$ cat src/rtl/core/i2crm_pkg.sv
`timescale 1ns / 1ps
`default_nettype none

package i2crm_pkg;

    localparam int unsigned MAX_READ_LENGTH_DEF = 16;
    localparam logic [7:0] ACK_TIMEOUT_RESET = 8'd250;
    localparam int unsigned QUEUE_DEPTH = 2;

    // Transaction kinds.
    localparam logic [1:0] KIND_CMD_WRITE = 2'd0;
    localparam logic [1:0] KIND_REG_WRITE = 2'd1;
    localparam logic [1:0] KIND_BURST_READ = 2'd2;
    localparam logic [1:0] KIND_INVALID = 2'd3;

    // Opcodes.
    localparam logic OP_TICK = 1'b0;
    localparam logic OP_START = 1'b1;

    // Byte stages within a transaction.
    localparam logic [2:0] STAGE_ADDR = 3'd0;
    localparam logic [2:0] STAGE_REG = 3'd1;
    localparam logic [2:0] STAGE_DATA = 3'd2;
    localparam logic [2:0] STAGE_RADDR = 3'd3;
    localparam logic [2:0] STAGE_READ = 3'd4;

    typedef enum logic [4:0] {
        PH_IDLE       = 5'd0,
        PH_ST1        = 5'd1,
        PH_ST2        = 5'd2,
        PH_TX_LOW     = 5'd3,
        PH_TX_HIGH    = 5'd4,
        PH_TX_TAIL    = 5'd5,
        PH_ACK_REL    = 5'd6,
        PH_ACK_HIGH   = 5'd7,
        PH_ACK_POLL   = 5'd8,
        PH_RX_LOW     = 5'd9,
        PH_RX_HIGH    = 5'd10,
        PH_RXACK_LOW  = 5'd11,
        PH_RXACK_HIGH = 5'd12,
        PH_STOP1      = 5'd13,
        PH_STOP2      = 5'd14,
        PH_ABORT2     = 5'd15
    } phase_t;

    // One classified tick request, as handed from front to sequencer.
    typedef struct packed {
        logic       start;
        logic [1:0] kind;
        logic [7:0] device;
        logic [7:0] regaddr;
        logic [7:0] data;
        logic [4:0] length;
        logic       sda;
    } tick_req_t;

endpackage

`default_nettype wire

$ cat src/rtl/core/i2c_register_master.sv
// Tick-driven I2C register master.
// Input channel (in_valid / in_stall): each request is one 4 us bus tick. With
// opcode set and the sequencer idle, it starts a command write, register write
// or burst read; otherwise it only advances the bus sequence by at most one phase.
// Output channel (out_valid / out_stall): exactly one result per request with
// the SCL/SDA levels after that tick, busy, a received byte when one completes,
// and done / ack_error when the stop finishes.
// Config channel (cfg_valid / cfg_ready): writes the acknowledge poll limit;
// always ready, to be written only while idle.
// Throughput is one request per cycle while the output is not stalled. A request
// passes through the two-entry request queue and then the sequencer, whose result
// register feeds the output.
// A stalled output holds its result; the queue absorbs up to two requests and
// then raises in_stall. Reset puts the sequencer idle, empties the queue and
// sets the poll limit to 250.
`timescale 1ns / 1ps
`default_nettype none

module i2c_register_master #(
    parameter int unsigned MAX_READ_LENGTH = i2crm_pkg::MAX_READ_LENGTH_DEF
) (
    input  wire logic       clk,
    input  wire logic       rst_n,
    input  wire logic       in_valid,
    output logic            in_stall,
    input  wire logic       opcode,
    input  wire logic [1:0] kind,
    input  wire logic [7:0] device_address,
    input  wire logic [7:0] register_address,
    input  wire logic [7:0] write_data,
    input  wire logic [4:0] read_length,
    input  wire logic       sda_sample,
    input  wire logic       cfg_valid,
    output logic            cfg_ready,
    input  wire logic [7:0] cfg_data,
    output logic            out_valid,
    input  wire logic       out_stall,
    output logic            scl_level,
    output logic            sda_level,
    output logic            busy_res,
    output logic [7:0]      read_byte,
    output logic            read_valid,
    output logic            read_last,
    output logic            done_res,
    output logic            ack_error
);

    logic                 q_valid;
    logic                 q_pop;
    i2crm_pkg::tick_req_t q_head;

    i2crm_front #(
        .MAX_READ_LENGTH(MAX_READ_LENGTH)
    ) u_front (
        .clk             (clk),
        .rst_n           (rst_n),
        .in_valid        (in_valid),
        .in_stall        (in_stall),
        .opcode          (opcode),
        .kind            (kind),
        .device_address  (device_address),
        .register_address(register_address),
        .write_data      (write_data),
        .read_length     (read_length),
        .sda_sample      (sda_sample),
        .q_valid         (q_valid),
        .q_head          (q_head),
        .q_pop           (q_pop)
    );

    i2crm_seq u_seq (
        .clk       (clk),
        .rst_n     (rst_n),
        .q_valid   (q_valid),
        .q_head    (q_head),
        .q_pop     (q_pop),
        .cfg_valid (cfg_valid),
        .cfg_ready (cfg_ready),
        .cfg_data  (cfg_data),
        .out_valid (out_valid),
        .out_stall (out_stall),
        .scl_level (scl_level),
        .sda_level (sda_level),
        .busy_res  (busy_res),
        .read_byte (read_byte),
        .read_valid(read_valid),
        .read_last (read_last),
        .done_res  (done_res),
        .ack_error (ack_error)
    );

endmodule

`default_nettype wire

$ cat src/rtl/core/i2crm_front.sv
`timescale 1ns / 1ps
`default_nettype none

module i2crm_front #(
    parameter int unsigned MAX_READ_LENGTH = i2crm_pkg::MAX_READ_LENGTH_DEF
) (
    input  wire logic                 clk,
    input  wire logic                 rst_n,
    input  wire logic                 in_valid,
    output logic                      in_stall,
    input  wire logic                 opcode,
    input  wire logic [1:0]           kind,
    input  wire logic [7:0]           device_address,
    input  wire logic [7:0]           register_address,
    input  wire logic [7:0]           write_data,
    input  wire logic [4:0]           read_length,
    input  wire logic                 sda_sample,
    output logic                      q_valid,
    output i2crm_pkg::tick_req_t      q_head,
    input  wire logic                 q_pop
);

    i2crm_pkg::tick_req_t entry;
    i2crm_pkg::tick_req_t mem_reg [i2crm_pkg::QUEUE_DEPTH];
    logic       wr_ptr_reg, wr_ptr_next;
    logic       rd_ptr_reg, rd_ptr_next;
    logic [1:0] count_reg, count_next;
    logic       push;
    logic [4:0] len_sat;

    // Classify the request and clamp the burst length.
    always_comb
    begin
        if (read_length == 5'd0)
            len_sat = 5'd1;
        else if ({3'b000, read_length} > 8'(MAX_READ_LENGTH))
            len_sat = 5'(MAX_READ_LENGTH);
        else
            len_sat = read_length;
        entry.start   = (opcode == i2crm_pkg::OP_START) && (kind != i2crm_pkg::KIND_INVALID);
        entry.kind    = kind;
        entry.device  = device_address;
        entry.regaddr = register_address;
        entry.data    = write_data;
        entry.length  = len_sat;
        entry.sda     = sda_sample;
    end

    assign in_stall = (count_reg == 2'(i2crm_pkg::QUEUE_DEPTH));
    assign push     = in_valid && !in_stall;
    assign q_valid  = (count_reg != 2'd0);
    assign q_head   = mem_reg[rd_ptr_reg];

    // Queue pointer bookkeeping.
    always_comb
    begin
        wr_ptr_next = push ? ~wr_ptr_reg : wr_ptr_reg;
        rd_ptr_next = q_pop ? ~rd_ptr_reg : rd_ptr_reg;
        count_next  = count_reg + 2'(push) - 2'(q_pop);
    end

    always_ff @(posedge clk or negedge rst_n)
    begin
        if (!rst_n)
        begin
            wr_ptr_reg <= 1'b0;
            rd_ptr_reg <= 1'b0;
            count_reg  <= 2'd0;
        end
        else
        begin
            wr_ptr_reg <= wr_ptr_next;
            rd_ptr_reg <= rd_ptr_next;
            count_reg  <= count_next;
        end
    end

    // Queue storage.
    always_ff @(posedge clk)
    begin
        if (push)
            mem_reg[wr_ptr_reg] <= entry;
    end

    a_no_overflow: assert property (@(posedge clk) disable iff (!rst_n)
        count_reg <= 2'(i2crm_pkg::QUEUE_DEPTH))
        else $error("queue count beyond depth");
    a_pop_nonempty: assert property (@(posedge clk) disable iff (!rst_n)
        q_pop |-> q_valid)
        else $error("pop from empty queue");
    a_len_range: assert property (@(posedge clk) disable iff (!rst_n)
        push |-> (len_sat != 5'd0))
        else $error("zero burst length queued");

endmodule

`default_nettype wire

$ cat src/rtl/core/i2crm_seq.sv
`timescale 1ns / 1ps
`default_nettype none

module i2crm_seq (
    input  wire logic                 clk,
    input  wire logic                 rst_n,
    input  wire logic                 q_valid,
    input  wire i2crm_pkg::tick_req_t q_head,
    output logic                      q_pop,
    input  wire logic                 cfg_valid,
    output logic                      cfg_ready,
    input  wire logic [7:0]           cfg_data,
    output logic                      out_valid,
    input  wire logic                 out_stall,
    output logic                      scl_level,
    output logic                      sda_level,
    output logic                      busy_res,
    output logic [7:0]                read_byte,
    output logic                      read_valid,
    output logic                      read_last,
    output logic                      done_res,
    output logic                      ack_error
);

    i2crm_pkg::phase_t phase_reg, phase_next;
    logic [3:0] bit_reg, bit_next;
    logic [7:0] shift_reg, shift_next;
    logic [4:0] bytes_reg, bytes_next;
    logic [7:0] poll_reg, poll_next;
    logic [1:0] kind_reg, kind_next;
    logic [7:0] dev_reg, dev_next;
    logic [7:0] regaddr_reg, regaddr_next;
    logic [7:0] data_reg, data_next;
    logic [2:0] stage_reg, stage_next;
    logic [7:0] timeout_reg;
    logic       out_valid_reg;
    logic       step;
    logic       msb;
    logic [3:0] bit_inc;
    logic [7:0] shift_in;
    logic       last_byte;
    logic       timed_out;
    logic       o_scl, o_sda, o_rvalid, o_rlast, o_done, o_err;
    logic [7:0] o_rbyte;
    logic [4:0] bytes_dec;

    assign cfg_ready = 1'b1;
    assign step      = q_valid && (!out_valid_reg || !out_stall);
    assign q_pop     = step;
    assign out_valid = out_valid_reg;
    assign msb       = shift_reg[7];
    assign bit_inc   = bit_reg + 4'd1;
    assign shift_in  = {shift_reg[6:0], q_head.sda};
    assign last_byte = (bytes_reg <= 5'd1);
    assign timed_out = (poll_reg >= timeout_reg);
    assign bytes_dec = (bytes_reg != 5'd0) ? (bytes_reg - 5'd1) : bytes_reg;

    // Next-state and datapath update.
    always_comb
    begin
        phase_next   = phase_reg;
        bit_next     = bit_reg;
        shift_next   = shift_reg;
        bytes_next   = bytes_reg;
        poll_next    = poll_reg;
        kind_next    = kind_reg;
        dev_next     = dev_reg;
        regaddr_next = regaddr_reg;
        data_next    = data_reg;
        stage_next   = stage_reg;
        case (phase_reg)
            i2crm_pkg::PH_IDLE:
            begin
                if (q_head.start)
                begin
                    kind_next    = q_head.kind;
                    dev_next     = q_head.device;
                    regaddr_next = q_head.regaddr;
                    data_next    = q_head.data;
                    bytes_next   = q_head.length;
                    shift_next   = q_head.device;
                    bit_next     = 4'd0;
                    poll_next    = 8'd0;
                    stage_next   = i2crm_pkg::STAGE_ADDR;
                    phase_next   = i2crm_pkg::PH_ST2;
                end
            end
            i2crm_pkg::PH_ST1:
                phase_next = i2crm_pkg::PH_ST2;
            i2crm_pkg::PH_ST2:
            begin
                bit_next   = 4'd0;
                phase_next = i2crm_pkg::PH_TX_LOW;
            end
            i2crm_pkg::PH_TX_LOW:
                phase_next = i2crm_pkg::PH_TX_HIGH;
            i2crm_pkg::PH_TX_HIGH:
                phase_next = i2crm_pkg::PH_TX_TAIL;
            i2crm_pkg::PH_TX_TAIL:
            begin
                shift_next = {shift_reg[6:0], 1'b0};
                if (bit_inc >= 4'd8)
                begin
                    bit_next   = 4'd0;
                    phase_next = i2crm_pkg::PH_ACK_REL;
                end
                else
                begin
                    bit_next   = bit_inc;
                    phase_next = i2crm_pkg::PH_TX_LOW;
                end
            end
            i2crm_pkg::PH_ACK_REL:
            begin
                poll_next  = 8'd0;
                phase_next = i2crm_pkg::PH_ACK_HIGH;
            end
            i2crm_pkg::PH_ACK_HIGH:
                phase_next = i2crm_pkg::PH_ACK_POLL;
            i2crm_pkg::PH_ACK_POLL:
            begin
                if (!q_head.sda)
                begin
                    if (stage_reg == i2crm_pkg::STAGE_ADDR)
                    begin
                        stage_next = i2crm_pkg::STAGE_REG;
                        shift_next = regaddr_reg;
                        phase_next = i2crm_pkg::PH_TX_LOW;
                    end
                    else if (stage_reg == i2crm_pkg::STAGE_REG)
                    begin
                        if (kind_reg == i2crm_pkg::KIND_REG_WRITE)
                        begin
                            stage_next = i2crm_pkg::STAGE_DATA;
                            shift_next = data_reg;
                            phase_next = i2crm_pkg::PH_TX_LOW;
                        end
                        else if (kind_reg == i2crm_pkg::KIND_BURST_READ)
                        begin
                            stage_next = i2crm_pkg::STAGE_RADDR;
                            shift_next = dev_reg + 8'd1;
                            phase_next = i2crm_pkg::PH_ST1;
                        end
                        else
                            phase_next = i2crm_pkg::PH_STOP1;
                    end
                    else if (stage_reg == i2crm_pkg::STAGE_RADDR)
                    begin
                        stage_next = i2crm_pkg::STAGE_READ;
                        bit_next   = 4'd0;
                        shift_next = 8'd0;
                        phase_next = i2crm_pkg::PH_RX_LOW;
                    end
                    else
                        phase_next = i2crm_pkg::PH_STOP1;
                end
                else if (timed_out)
                    phase_next = i2crm_pkg::PH_ABORT2;
                else
                    poll_next = poll_reg + 8'd1;
            end
            i2crm_pkg::PH_RX_LOW:
                phase_next = i2crm_pkg::PH_RX_HIGH;
            i2crm_pkg::PH_RX_HIGH:
            begin
                shift_next = shift_in;
                if (bit_inc >= 4'd8)
                begin
                    bit_next   = 4'd0;
                    phase_next = i2crm_pkg::PH_RXACK_LOW;
                end
                else
                begin
                    bit_next   = bit_inc;
                    phase_next = i2crm_pkg::PH_RX_LOW;
                end
            end
            i2crm_pkg::PH_RXACK_LOW:
                phase_next = i2crm_pkg::PH_RXACK_HIGH;
            i2crm_pkg::PH_RXACK_HIGH:
            begin
                bytes_next = bytes_dec;
                if (bytes_dec == 5'd0)
                    phase_next = i2crm_pkg::PH_STOP1;
                else
                begin
                    shift_next = 8'd0;
                    phase_next = i2crm_pkg::PH_RX_LOW;
                end
            end
            i2crm_pkg::PH_STOP1:
                phase_next = i2crm_pkg::PH_STOP2;
            i2crm_pkg::PH_STOP2:
                phase_next = i2crm_pkg::PH_IDLE;
            i2crm_pkg::PH_ABORT2:
                phase_next = i2crm_pkg::PH_IDLE;
            default:
                phase_next = i2crm_pkg::PH_IDLE;
        endcase
    end

    // Line levels and status for the current tick.
    always_comb
    begin
        o_scl    = 1'b1;
        o_sda    = 1'b1;
        o_rbyte  = 8'd0;
        o_rvalid = 1'b0;
        o_rlast  = 1'b0;
        o_done   = 1'b0;
        o_err    = 1'b0;
        case (phase_reg)
            i2crm_pkg::PH_ST2:
                o_sda = 1'b0;
            i2crm_pkg::PH_TX_LOW, i2crm_pkg::PH_TX_TAIL:
            begin
                o_scl = 1'b0;
                o_sda = msb;
            end
            i2crm_pkg::PH_TX_HIGH:
                o_sda = msb;
            i2crm_pkg::PH_ACK_REL, i2crm_pkg::PH_RX_LOW:
                o_scl = 1'b0;
            i2crm_pkg::PH_ACK_POLL:
            begin
                if (!q_head.sda)
                    o_scl = 1'b0;
                else if (timed_out)
                begin
                    o_scl = 1'b0;
                    o_sda = 1'b0;
                end
            end
            i2crm_pkg::PH_RX_HIGH:
            begin
                if (bit_inc >= 4'd8)
                begin
                    o_rbyte  = shift_in;
                    o_rvalid = 1'b1;
                    o_rlast  = last_byte;
                end
            end
            i2crm_pkg::PH_RXACK_LOW:
            begin
                o_scl = 1'b0;
                o_sda = last_byte;
            end
            i2crm_pkg::PH_RXACK_HIGH:
                o_sda = last_byte;
            i2crm_pkg::PH_STOP1:
            begin
                o_scl = 1'b0;
                o_sda = 1'b0;
            end
            i2crm_pkg::PH_STOP2:
                o_done = 1'b1;
            i2crm_pkg::PH_ABORT2:
            begin
                o_done = 1'b1;
                o_err  = 1'b1;
            end
            default:
                o_scl = 1'b1;
        endcase
    end

    // Control state and timeout register.
    always_ff @(posedge clk or negedge rst_n)
    begin
        if (!rst_n)
        begin
            phase_reg     <= i2crm_pkg::PH_IDLE;
            bit_reg       <= 4'd0;
            bytes_reg     <= 5'd0;
            poll_reg      <= 8'd0;
            kind_reg      <= 2'd0;
            stage_reg     <= i2crm_pkg::STAGE_ADDR;
            timeout_reg   <= i2crm_pkg::ACK_TIMEOUT_RESET;
            out_valid_reg <= 1'b0;
        end
        else
        begin
            if (cfg_valid && cfg_ready)
                timeout_reg <= cfg_data;
            if (step)
            begin
                phase_reg <= phase_next;
                bit_reg   <= bit_next;
                bytes_reg <= bytes_next;
                poll_reg  <= poll_next;
                kind_reg  <= kind_next;
                stage_reg <= stage_next;
            end
            if (step)
                out_valid_reg <= 1'b1;
            else if (!out_stall)
                out_valid_reg <= 1'b0;
        end
    end

    // Payload registers.
    always_ff @(posedge clk)
    begin
        if (step)
        begin
            shift_reg   <= shift_next;
            dev_reg     <= dev_next;
            regaddr_reg <= regaddr_next;
            data_reg    <= data_next;
            scl_level   <= o_scl;
            sda_level   <= o_sda;
            busy_res    <= (phase_next != i2crm_pkg::PH_IDLE);
            read_byte   <= o_rbyte;
            read_valid  <= o_rvalid;
            read_last   <= o_rlast;
            done_res    <= o_done;
            ack_error   <= o_err;
        end
    end

    a_err_done: assert property (@(posedge clk) disable iff (!rst_n)
        (out_valid && ack_error) |-> done_res)
        else $error("ack error without completion");
    a_done_idle: assert property (@(posedge clk) disable iff (!rst_n)
        (out_valid && done_res) |-> !busy_res)
        else $error("completion while still busy");
    a_last_valid: assert property (@(posedge clk) disable iff (!rst_n)
        (out_valid && read_last) |-> read_valid)
        else $error("last flag without read byte");
    // The abort phase is entered from the acknowledge poll and may be held by a stall.
    a_abort_path: assert property (@(posedge clk) disable iff (!rst_n)
        (phase_reg == i2crm_pkg::PH_ABORT2) |->
            (($past(phase_reg) == i2crm_pkg::PH_ACK_POLL) ||
             ($past(phase_reg) == i2crm_pkg::PH_ABORT2)))
        else $error("abort not entered from acknowledge poll");

endmodule

`default_nettype wire
$ cat config.mk
export PLATFORM = sky130hd
export DESIGN_NAME = i2c_register_master
export DESIGN_NICKNAME = d
export VERILOG_FILES = /design/src/rtl/core/i2crm_pkg.sv /design/src/rtl/core/i2c_register_master.sv /design/src/rtl/core/i2crm_front.sv /design/src/rtl/core/i2crm_seq.sv
export SDC_FILE = /design/constraint.sdc
export NUM_CORES = 1
export LEC_CHECK = 0
export BUFFER_PORTS_ARGS = -buffer_cell sky130_fd_sc_hd__buf_2
export CAP_MARGIN = 40
export CORE_MARGIN = 4
export CORE_UTILIZATION = 60
export CTS_BUF_LIST = sky130_fd_sc_hd__clkbuf_16
export DETAILED_ROUTE_END_ITERATION = 10
export HOLD_SLACK_MARGIN = 0.03
export PLACE_DENSITY_LB_ADDON = 0.2
export SLEW_MARGIN = 30
export SYNTH_ARGS = -nofsm -noshare
export SYNTH_HDL_FRONTEND = slang
export SYNTH_HIERARCHICAL = 1
export SYNTH_SLANG_ARGS = --single-unit
export TNS_END_PERCENT = 100
$ cat constraint.sdc
create_clock -name clk -period 5.5 [get_ports clk]
set_input_delay 0.55 -clock clk [delete_from_list [all_inputs] [get_ports clk]]
set_output_delay 0.55 -clock clk [all_outputs]
set_load 0.01 [all_outputs]
### After elaboration in Yosys (flattened, before gate mapping)

Memory sizes are Yosys's and may differ from the RTL's.
Cells that the tools add are included.

| word-level totals | value |
|---|---|
| output and inout port bits | 18 |
| word-level logic and storage cells | 157 |
| bits in writable memories | 66 |
| memories | 1 |
| register bits after elaboration | 87 |

Memory list:

| name | words | width | rd ports | clocked after Yosys merged registers in | wr ports | line | RTL |
|---|---|---|---|---|---|---|---|
| u_front.mem_reg | 2 | 33 | 1 | 0 | 1 | i2crm_front.sv:24 | `i2crm_pkg::tick_req_t mem_reg [i2crm_pkg::QUEUE_DEPTH];` |

| cells by class | value |
|---|---|
| muxes and demuxes | 57 |
| $add $sub $neg | 6 |
| eq/ne operators | 32 |
| magnitude comparators | 4 |
| bitwise gates (word level) | 2 |
| reductions and logical operators | 32 |

Operators by type and width:

| cell | number |
|---|---|
| $mux W8 | 11 |
| $pmux W5 S14 | 1 |
| $mux W5 | 10 |
| $eq A5 B4 Y1 const B | 8 |
| $pmux W8 S5 | 1 |
| $mux W3 | 10 |
| $mux W4 | 7 |
| $pmux W8 S3 | 1 |
| $eq A5 B3 Y1 const B | 4 |
| $add A8 B1 Y8 const B | 2 |
| $pmux W4 S4 | 1 |
| $logic_not A5 Y1 | 3 |
| $reduce_bool A5 Y1 | 3 |
| $ne A2 B2 Y1 const B | 7 |
| $reduce_and A7 Y1 | 2 |
| $eq A5 B2 Y1 const B | 2 |
| $mux W1 | 10 |
| $pmux W5 S2 | 1 |
| $ge A8 B8 Y1 | 1 |
| $reduce_or A2 Y1 | 4 |
| $ne A2 B1 Y1 const B | 3 |
| $pmux W3 S2 | 1 |
| $reduce_and A3 Y1 | 2 |
| $reduce_and A6 Y1 | 1 |
| other kinds (29) | 37 |

### Logic depth before layout (Yosys ltp)

| logic depth | value |
|---|---|
| word-level depth | 8 |
| mapped depth | 9 |
| depth with buffers taken out | 8 |

### Cells and area by module

Netlist, hierarchy kept.

By module, submodules not included:

| module | area an instance (sq um) | cells an instance | seq. area each (sq um) | instances |
|---|---|---|---|---|
| i2crm_seq | 4468.0 | 431 | 2319.7 | 1 |
| i2crm_front | 2770.2 | 128 | 2082.0 | 1 |

### Least setup slack after synthesis

Ideal clock, no wire load.

| timing | value |
|---|---|
| path kind | register to register |
| start | register u_front.rd_ptr_reg |
| end | register u_seq.shift_reg[0], enable pin |
| setup slack | 2928 ps |
| data required time | 5122 ps |
| setup time | 378 ps |
| arrival time | 2194 ps |
| buffers on the path | 3 |
| stages on the path, launching flop included | 9 |
| cells stage by stage | dfrtp_1 > buf_6 > buf_12 > mux2_4 > clkbuf_1 > nor2_1 > o311ai_0 > a221o_1 > a31oi_1 |

RTL lines:

| what | line | RTL |
|---|---|---|
| start: declaration | i2crm_front.sv:26 | `logic rd_ptr_reg, rd_ptr_next;` |
| start signal: assignment | i2crm_front.sv:73 | `rd_ptr_reg <= rd_ptr_next;` |
| end signal: assignment | i2crm_seq.sv:306 | `shift_reg <= shift_next;` |
| end: declaration | i2crm_seq.sv:27 | `logic [7:0] shift_reg, shift_next;` |

==> results.toml <==
[global_route]
antenna_found_initial = 0
grt_pass1_wl_um = 22100
grt_max_degree = 35
grt_use_total = 0.200
grt-ovfl-total = 0
grt_pass1_vias = 4455

[critical_path]
r2r_end = "u_seq/shift_reg[4]$_DFFE_PP_"
cp-endpoint = "u_seq/shift_reg[4]$_DFFE_PP_"
cp_max_fo = 34
cp-startpoint = "u_front/rd_ptr_reg$_DFFE_PN0P_"
reg2reg_slack_ps = 2700
r2r_cells = 7
cp-start-kind = "register"
max_stage_delay_ps = 490
r2r_start = "u_front/rd_ptr_reg$_DFFE_PN0P_"
cp.depth = 7
crit_buf_inv = 2
cp.arrival_ps = 2920
cp_slowest_cell = "buf_4"
path_cells = "buf_4, mux2_4, nor2_1, o311ai_0, a221o_1, a31oi_1, buf_2"
cp_top_family = "compound AO/OA/AOI/OAI gates"
required_ps = 5620
cp-end-kind = "register"
critical_path_class = "reg2reg"

[final_layout]
drive_gt1_frac = 0.244
largest_reg_flops = 66
syn_to_final_growth_pct = 13.7
fin_cells = 779
fillers = 810
diodes = 0
finish.net_count = 687

[yosys]
synth_edf_count = 113
synth.avg_cell_area_um2 = 12.9
ys_warn_count = 6
synth_flop_cell = "edfxtp_1"
syn_inst = 559
synth_fp_nets = 623
yosysUniqueCellTypes = 73
async_flop_share = 0.261
synth.yosys.seq_area_share = 0.608
synth.ff_latch_count = 153
synth_area_um2 = 7240

[pwr]
seq_power_share = 0.431
ir_drop_mv = 0.349
switching_share = 0.328
p_clk_frac = 0.260
leakage_nw = 3.25
power_mw = 4.13
combPwrFrac = 0.309
p_int_mw = 2.78
netSwitchingPower_mw = 1.36
power.density_nw_per_um2 = 502

[timing]
fin_crit_sh = 0.508
setup_violations = 0
drv_slew = 0
fin_worst_skew_ps = 9.64
rsz0062_at_grt = "false"
fin_ws_ps = 2700
final.setup.tns_ps = 0
fmax_mhz = 358
slew_headroom = 0.541
tightest_slew_ps = 689
hold_viol = 0
min_period_ps = 2800

[floorplanning]
die_w_um = 118
start_util = 0.623
die_h_um = 118
rows = 39
core_area_um2 = 11600
num_io_pins = 64
die_area_um2 = 13900

[clock_tree]
cts.clk_slew.worst_paths_ps = 60
cts_sinks = 153
numCtsBuffers = 17
postCtsSetupBuffers = 0
clockBufferDepth = 2
post_cts_resized = 0
h-tree-depth = 4
cts_tree = "yes"
hold_buffers = 0
worstSkewPairLatency_ps = 420
cts-root-buf = "clkbuf_16"

[route]
viasPerCell = 5.87
dr.pass1.iters = 5
ant_nets = 0
num_vias = 4570
routed_wl_um = 13300
drt_iter0_markers = 353
routedWlPerCell_um = 17.1
drc = 0

[placed_design]
gp_congestion = 0.887
placed_cells = 744
post-place-ws_ps = 2560
port_buffers = 62
dp_hpwl_um = 9180

[outcome]
status = "finished clean"

[min_path]
hp-class = "in2async"

[flow_run]
drv_cap = 0
[cells in the final DEF, fill, tap and decap left out, drive strengths merged, types with 3 or more instances in the layout]
cell and instances:
a2111oi 3, mux2 38, a2111o 4, dfstp 6
nor2b 12, clkinv 9, nor3 9, clkbuf 17
a21oi 18, a211o 3, inv 29, xnor2 5
nand2b 7, dfrtp 34, and3 16, ha 18
and2 3, xor2 5, nor2 29, o21ai 41
mux2i 5, nand3 17, nor3b 4, or3 3
buf 71, a31oi 8, nand4 3, nand2 41
o21a 3, o211ai 8, edfxtp 113, o31ai 4
a22oi 7
[metal layers]
layer,routed length [um],track usage,part of all wire
met1,6130,0.269,0.46
met2,6350,0.311,0.48
met3,582,0.0572,0.044
met5,0,0,0
met4,266,0.0762,0.020
[logic make-up after synthesis]
logic type      after synthesis  synth area share
mux                          43            0.0811
flops                       153             0.608
other cells                   1          0.000518
compound gates              126             0.119
buf+inv                      51            0.0354
simple gates                157             0.113
xor+xnor                     10            0.0121
fa+ha+maj                    18            0.0311
[synthesized netlist by cell type, types with 12 or more instances]
master / number / area share
nand2_1: 41 / 0.021
and3_1: 15 / 0.013
nor2_1: 29 / 0.015
edfxtp_1: 113 / 0.47
ha_1: 18 / 0.031
o21ai_0: 40 / 0.028
a21oi_1: 18 / 0.012
nand3_1: 17 / 0.012
dfrtp_1: 34 / 0.12
clkbuf_1: 16 / 0.0083
mux2_4: 29 / 0.060
nor2b_1: 12 / 0.010
inv_1: 24 / 0.012
[how the worst min path moves through the flow]
stage,startpoint,end,slack [ps],depth (start not counted)
after global placement,u_front/count_reg[1]$_DFF_PN0_,u_front/count_reg[1]$_DFF_PN0_,480,1
after floorplan,rst_n,u_front/count_reg[0]$_DFF_PN0_,250,0
after CTS,rst_n,u_seq/bit_reg[3]$_DFFE_PN0P_,120,1
after global routing,rst_n,u_seq/bit_reg[1]$_DFFE_PN0P_,150,1
final,rst_n,u_seq/bit_reg[3]$_DFFE_PN0P_,120,1
after detailed placement,u_seq/out_valid$_DFFE_PN0P_,u_seq/out_valid$_DFFE_PN0P_,490,2
[layout make-up]
class	instances	area [um2]	area share
clock inverters	15	126	0.0154
inverters	25	93.8	0.0114
well taps	143	179	0.0217
clock buffers	17	425	0.0517
multi-input cells	355	2590	0.315
repair buffers	71	414	0.0503
flip-flops and latches	153	4400	0.535
[power by group through the flow]
| stage | clock network, mW | registers [mW] | logic [mW] |
|---|---|---|---|
| global route | 1.15 | 1.82 | 1.40 |
| detailed placement | 0 | 1.80 | 1.25 |
| floorplan | 0 | 1.73 | 1.03 |
| global placement | 0 | 1.79 | 1.21 |
| CTS | 1.10 | 1.78 | 1.26 |
| finish | 1.08 | 1.78 | 1.28 |
[stage by stage]
step	cell area [um2]	utilization	hold WS, ps
2_1_floorplan	7240	-	254
3_3_place_gp	7590	0.654	475
3_5_place_dp	7640	0.658	492
4_1_cts	8190	0.705	120
5_1_grt	8230	0.709	147
6_report	8230	0.709	124
(Power assumes the default switching activity.)
